### src/alids_pkg.sv
`timescale 1ns / 1ps
`default_nettype none
package alids_pkg;

  localparam int unsigned LIST_DEPTH = 64;

  localparam logic [2:0] REQ_APPEND = 3'd0;
  localparam logic [2:0] REQ_INSERT = 3'd1;
  localparam logic [2:0] REQ_DELETE = 3'd2;
  localparam logic [2:0] REQ_SEARCH = 3'd3;
  localparam logic [2:0] REQ_READ   = 3'd4;

  localparam logic [1:0] STS_OK        = 2'd0;
  localparam logic [1:0] STS_NOT_FOUND = 2'd1;
  localparam logic [1:0] STS_FULL      = 2'd2;
  localparam logic [1:0] STS_RANGE     = 2'd3;

  typedef struct packed {
    logic cmp_en;
    logic is_read;
    logic wr_append;
    logic wr_insert;
    logic wr_delete;
  } alids_ctl_t;

endpackage
`default_nettype wire

### src/alids_cell.sv
`timescale 1ns / 1ps
`default_nettype none
module alids_cell #(
  parameter int unsigned DEPTH = 64,
  parameter int unsigned IDX   = 0,
  parameter int unsigned CW    = $clog2(DEPTH + 1),
  parameter int unsigned KW    = (CW > 7) ? CW : 7
) (
  input  wire                      clk,
  input  wire alids_pkg::alids_ctl_t ctl,
  input  wire logic signed [31:0]  item,
  input  wire logic [KW-1:0]       key,
  input  wire logic [CW-1:0]       count,
  input  wire logic signed [31:0]  left_val,
  input  wire logic signed [31:0]  right_val,
  input  wire logic                before_in,
  output logic                     before_out,
  output logic                     first,
  output logic signed [31:0]       ent
);
  import alids_pkg::*;

  logic hit;
  logic occupied;
  logic key_eq;
  logic key_gt;
  logic at_tail;

  assign occupied   = CW'(IDX) < count;
  assign at_tail    = CW'(IDX) == count;
  assign key_eq     = KW'(IDX) == key;
  assign key_gt     = KW'(IDX) > key;
  assign before_out = before_in | hit;
  assign first      = hit & ~before_in;

  always_ff @(posedge clk) begin
    if (ctl.cmp_en) begin
      hit <= occupied && (ctl.is_read ? key_eq : (ent == item));
    end
    if (ctl.wr_append && at_tail) begin
      ent <= item;
    end else if (ctl.wr_insert && key_eq) begin
      ent <= item;
    end else if (ctl.wr_insert && key_gt) begin
      ent <= left_val;
    end else if (ctl.wr_delete && before_out) begin
      ent <= right_val;
    end
  end

endmodule
`default_nettype wire

### config.mk
export PLATFORM = sky130hd
export DESIGN_NAME = alids_cell
export DESIGN_NICKNAME = d
export VERILOG_FILES = /design/src/alids_pkg.sv /design/src/alids_cell.sv
export SDC_FILE = /design/constraint.sdc
export NUM_CORES = 1
export LEC_CHECK = 0
export BUFFER_PORTS_ARGS = -buffer_cell sky130_fd_sc_hd__buf_2
export CAP_MARGIN = 10
export CORE_ASPECT_RATIO = 0.8
export CORE_MARGIN = 2
export CORE_UTILIZATION = 40
export CTS_CLUSTER_SIZE = 24
export DETAILED_ROUTE_END_ITERATION = 16
export HOLD_SLACK_MARGIN = 0.08
export PLACE_DENSITY = 0.79
export SLEW_MARGIN = 10
export SYNTH_ARGS = -nofsm -noshare
export SYNTH_HDL_FRONTEND = slang
export SYNTH_SLANG_ARGS = --single-unit
export TNS_END_PERCENT = 5
### constraint.sdc
create_clock -name clk -period 3.2 [get_ports clk]
set_clock_uncertainty 0.05 [all_clocks]
set_input_delay 0.32 -clock clk [delete_from_list [all_inputs] [get_ports clk]]
set_output_delay 0.32 -clock clk [all_outputs]
set_load 0.03 [all_outputs]
==> results.md, run 1 <==
* Number of global-route vias before repair at 1,413
* Pin count of the biggest net entering global routing at 33
* Ys Warns at 0
* Critical Path RT at 3.18 ns
* First-pass GRT wire length at 6.64 mm
* Die Area at 5520 µm²
* Die Wd at 82.6 µm
* Root Driver: clkbuf_8
* Core area at 4680 µm²
* Unique masters post-synth at 17
* Final wirelength at 4.66 mm
* Worst-path clk slew at 0.07 ns
* Cell area after layout at 2710 µm²
* Share of cells above drive strength 1 at 66.4%
* Largest area contributor in the netlist: edfxtp_1
* Num CTS Buffers at 5
* Synth top area share at 50.2%
* Critical path launch point type: input port
* Syn nets at 239
* Final Critical Period at 2.08 ns
* IO buf count at 118
* Critical path type: in -> reg
* Avg WL per Cell at 15.2 µm
* Synth area leaders: edfxtp_1, mux2_4, xnor2_1, buf_12, nand4_1
* DRC viols at 0
* Worst-path cell chain: buf_2 -> or4_4 -> nor4_2 -> a22o_2 -> buf_4 -> mux2_1
* Final nets at 363
* Crit Path Max Fanout at 20
* Mapped Avg Cell Area at 16.2 µm²
* GR Overflow Total at 0
* Setup TNS at 0 ns
* Std-Cell Rows at 22
* Fin util at 57.9%
* Vias per cell at 4.70
* DR iter-0 viols at 25
* Initial Util at 42.2%
* Hold WC Path Type: in -> reg
* Worst Setup End Kind: register
* DR vias at 1,443
* Post-cts resize count at 0
* Slowest cell delay on critical path at 0.52 ns
* DP HPWL at 3.66 mm
* Num ports at 151
* Final Hold Vio Count at 0
* Placed instance area at 2590 µm²
* Max Clk Rate at 0.481 GHz
* ANT cells at 0
* FF+latch count, synth at 33
* Die Ht at 66.9 µm
* DP Worst Slack at 0.790 ns
* RSZ-0062 raised after global routing: false
* Critical-path top delay cell: or4_4
* Total clock sinks at 33
* CTS tree: built
* Htree depth at 2
* Post-CTS setup buffer count at 0
* Initial antenna violation count at 0
* Synth-to-Final Area Change at 37.1%
* Total GRT Usage at 16.8%
* Max IR drop VDD at 235 µV
* Pwr dens at 428 nW/µm²
* Post-CTS Hold Fix Bufs at 0
* Worst path arrival time at 2.06 ns
* Final Max Slew Viols at 0
* Post-synthesis cell area at 1980 µm²
* Clk Latency, worst-skew pair at 0.28 ns
* Remaining antenna violation count at 0
* Routability congestion estimate from global placement at 0.750
* Final period util at 65.0%
* Final setup margin at 1.12 ns
* Least-Margin Pin Slew at 0.423 ns
* Lkg Pwr at 1.16 nW
* Relative slew slack at 71.8%
* Syn Inst Count at 122
* Max clock buf depth at 2
* Final hold slack at 0.183 ns
* Sequential area share after synthesis at 50.2%
* Status: completed
* Max Cap Viol at 0
* Drt pass-1 iters at 4
* Final setup viols at 0
flip-flops by register name (all words and copies together) (netlist names):
register and cells:
ent 32, hit 1
per-layer routing:
layer  GRT usage (%)  up-vias  routed length [µm]
li1                -      708                   -
met4            6.15        0                  49
met1            18.3      670                1870
met5               0        -                   0
met3            4.07        4                 304
met2            31.1       61                2440
power breakdown:
part | switching (mW) | internal, mW
Sequential | 0.0171 | 0.510
Clock | 0.162 | 0.233
Combinational | 0.124 | 0.114
Total | 0.303 | 0.857
per-stage QoR:
stage | power (mW) | std cells
3_5_place_dp | 0.776 | 299
3_3_place_gp | 0.768 | 299
6_report | 1.16 | 307
2_1_floorplan | 0.673 | 122
5_1_grt | 1.21 | 307
4_1_cts | 1.18 | 307
final timing paths:
| check | start | cells after the start | slack (ns) | endpoint |
|---|---|---|---|---|
| worst max-delay path | key[3] | 6 | 1.12 | ent[31] |
| worst min-delay path | ctl[4] | 1 | 0.18 | hit |
| worst max register to register | ent[4] | 5 | 1.54 | hit |
| worst min register to register | ent[13] | 5 | 0.82 | hit |
cell families (layout without fill, tap and decap cells):
| kind of cell | Yosys count | in the layout | share of synthesized area (%) |
|---|---|---|---|
| xor gates and xnor gates | 32 | 32 | 14.2 |
| buffers and inverters | 4 | 129 | 3.61 |
| DFF | 33 | 33 | 50.2 |
| and+or+nand+nor | 18 | 18 | 7.22 |
| muxes | 32 | 32 | 23.7 |
| AOI/OAI and AO/OA | 3 | 3 | 1.08 |
critical path: cells and delay by family:
| family | cells | cell delay (ns) |
|---|---|---|
| simple gates | 2 | 0.71 |
| mux | 1 | 0.37 |
| compound gates | 1 | 0.21 |
| buf+inv | 2 | 0.45 |
cell type report:
type / instances / area [µm²]
flip-flops and latches: 33 / 991
fillers: 398 / 1970
well taps: 60 / 75.1
repair buffers: 121 / 613
clock buffers: 5 / 68.8
multi-input cells: 85 / 915
clock inverters: 3 / 46.3
cell usage in the layout (no fill, tap or decap), drive strengths merged:
| cell | instances |
|---|---|
| mux2 | 32 |
| a22o | 1 |
| edfxtp | 33 |
| nand4 | 8 |
| nor3 | 1 |
| nor4 | 4 |
| clkbuf | 5 |
| clkinvlp | 1 |
| or4 | 2 |
| buf | 121 |
| a21oi | 1 |
| clkinv | 1 |
| xnor2 | 32 |
| a21o | 1 |
| bufinv | 1 |
| or2 | 1 |
| nor2b | 2 |
synthesized netlist by cell type, drive strengths merged:
| cell type | instances |
|---|---|
| edfxtp | 33 |
| mux2 | 32 |
| xnor2 | 32 |
| nand4 | 8 |
| buf | 4 |
| nor4 | 4 |
| nor2b | 2 |
| or4 | 2 |
| a21o | 1 |
| a21oi | 1 |
| a22o | 1 |
| nor3 | 1 |
| or2 | 1 |
Power figures use the tool's default switching activity.
==> run 2: changes to the inputs <==
--- a/config.mk
+++ b/config.mk
@@ -9,11 +9,11 @@
 export CAP_MARGIN = 10
 export CORE_ASPECT_RATIO = 0.8
 export CORE_MARGIN = 2
-export CORE_UTILIZATION = 40
+export CORE_UTILIZATION = 36
 export CTS_CLUSTER_SIZE = 24
 export DETAILED_ROUTE_END_ITERATION = 16
 export HOLD_SLACK_MARGIN = 0.08
-export PLACE_DENSITY = 0.79
+export PLACE_DENSITY = 0.75
 export SLEW_MARGIN = 10
 export SYNTH_ARGS = -nofsm -noshare
 export SYNTH_HDL_FRONTEND = slang
==> constraint.sdc (replaced) <==
create_clock -name clk -period 1.8 [get_ports clk]
set_clock_uncertainty 0.05 [all_clocks]
set_input_delay 0.18 -clock clk [delete_from_list [all_inputs] [get_ports clk]]
set_output_delay 0.18 -clock clk [all_outputs]
set_load 0.03 [all_outputs]
==> run 2 against run 1 <==
Non-clock buffer count up 5. First-iteration DRC count up 8.0%. Worst hold slack worse by 0.056 ns. Sequential share of layout area down 1.4 points. Utilization down 5.5 points. Via count up 2.0%. Design area up 4.0%. Global-route usage down 1.5 points. Sequential cell count unchanged. Register-to-register slack worse by 1.4 ns. Critical path type unchanged. Critical endpoint is now ent[24]. Largest cell class unchanged. Highest routed layer unchanged.
==> results.md, run 2 (synthesis gave the netlist of run 1 again) <==
* Crit Path Max Fanout at 24
* IO buf count at 118
* Max Cap Viol at 0
* Routability congestion estimate from global placement at 0.739
* Die Wd at 86.8 µm
* Worst-path cell chain: buf_6 -> or4_4 -> nor4_4 -> a22o_2 -> buf_12 -> mux2_4
* Std-Cell Rows at 24
* Final wirelength at 4.56 mm
* Htree depth at 2
* First-pass GRT wire length at 7.12 mm
* Critical path launch point type: input port
* Critical path type: in -> reg
* Area occupied by multi-input gates at 937 µm²
* Initial Util at 36.8%
* Status: completed
* Post-CTS setup buffer count at 0
* Worst path arrival time at 1.76 ns
* Worst-path clk slew at 0.07 ns
* Die Area at 6100 µm²
* Num CTS Buffers at 5
* ANT cells at 0
* Most frequent cells in the layout: buf_2, edfxtp_1, xnor2_1
* Total clock sinks at 33
* Remaining antenna violation count at 0
* Most flops, register: ent
* Vias per cell at 4.64
* Max IR drop VDD at 378 µV
* Core area at 5380 µm²
* Critical Path RT at 1.78 ns
* DR vias at 1,472
* Worst Setup End Kind: register
* Largest registers: ent (32), hit (1)
* FF+latch area at 991 µm²
* Placed cells at 308
* Max reg flops at 32
* Relative slew slack at 76.0%
* Commonest non-fill, non-tap cell in the layout: buf_2
* GR Overflow Total at 0
* Final period util at 98.8%
* Final setup viols at 0
* Share of cells above drive strength 1 at 66.7%
* DRC viols at 0
* Final Hold Vio Count at 0
* Synth-to-Final Area Change at 42.6%
* Lkg Pwr at 1.20 nW
* Avg WL per Cell at 14.4 µm
* RSZ-0062 raised after global routing: true
* Max clock buf depth at 2
* Clk Latency, worst-skew pair at 0.28 ns
* Initial antenna violation count at 0
* CTS tree: built
* Root Driver: clkbuf_8
* Num ports at 151
* Drt pass-1 iters at 3
* Pwr dens at 728 nW/µm²
* Final nets at 368
* Die Ht at 70.3 µm
* Pin count of the biggest net entering global routing at 25
* DP HPWL at 3.77 mm
* Number of global-route vias before repair at 1,470
* Post-route insts no fill at 317
* DR iter-0 viols at 27
* Final Critical Period at 1.78 ns
* Critical-path top delay cell: or4_4
* Least-Margin Pin Slew at 0.357 ns
* Hold WC Path Type: in -> reg
* Filler Cell Count at 472
* Final Max Slew Viols at 0
* Slowest cell delay on critical path at 0.53 ns
* Total GRT Usage at 15.2%
* Max Clk Rate at 0.562 GHz
* Total power draw at 2.05 mW
-- run 2: cell types whose count changed in the layout (fill, tap and decap cells not counted), sizes merged --
cell         before  now
buf             121  125
clkbuf            5    6
clkinvlp          1    0
dlygate4sd3       0    1
-- run 2: area by class of cell --
cell class / instances / share of cell area [%]
Clock buffer: 6 / 2.58
Multi-Input combinational cell: 85 / 33.3
Timing Repair Buffer: 126 / 24.9
Tap cell: 65 / 2.89
Sequential cell: 33 / 35.2
Clock inverter: 2 / 1.20
-- run 2: metrics by stage --
| stage | TNS [ns] | hold slack (ns) | worst slack [ns] | utilization (%) | instance area (µm²) |
|---|---|---|---|---|---|
| 2_1_floorplan | -9.25 | 0.242 | -0.184 | - | 1980 |
| 3_3_place_gp | -16.06 | 0.328 | -0.272 | 49.8 | 2680 |
| 3_5_place_dp | -18.28 | 0.333 | -0.320 | 49.8 | 2680 |
| 4_1_cts | 0 | 0.119 | 0.00159 | 52.2 | 2800 |
| 5_1_grt | -0.320 | 0.127 | -0.0315 | 52.4 | 2820 |
| 6_report | 0 | 0.127 | 0.0215 | 52.4 | 2820 |
-- run 2: critical path, delay by kind of cell --
kind / cells / cell delay [ns]
AOI/OAI and AO/OA: 1 / 0.23
buffers and inverters: 2 / 0.31
muxes: 1 / 0.32
and+or+nand+nor: 2 / 0.69
-- run 2: final timing paths --
check	cells after the start	from	slack, ns	to
setup / recovery	6	count[2]	0.02	ent[24]
setup reg to reg	5	ent[4]	0.16	hit
hold / removal	2	right_val[31]	0.13	ent[31]
hold reg to reg	3	hit	0.84	ent[10]
-- run 2: power by group --
part / leakage, nW / internal, mW / switching (mW)
Combinational: 0.829 / 0.221 / 0.222
Clock: 0.0528 / 0.408 / 0.262
Sequential: 0.317 / 0.906 / 0.0303
Total: 1.20 / 1.54 / 0.515
-- run 2: routing by layer --
layer | vias to the layer above | routed length (µm) | share of wire [%] | GRT usage [%]
li1 | 720 | - | - | -
met3 | 6 | 332 | 7.3 | 4.73
met1 | 682 | 1930 | 42 | 19.0
met4 | 0 | 46 | 1.0 | 4.17
met5 | - | 0 | 0 | 0
met2 | 64 | 2250 | 49 | 25.4
-- run 2: timing repair --
action	CTS	global route
endpoints found under the hold margin	1	0
setup endpoints to repair	9	33
gates resized for setup	2	2
pin swaps	1	0
hold buffers	1	0
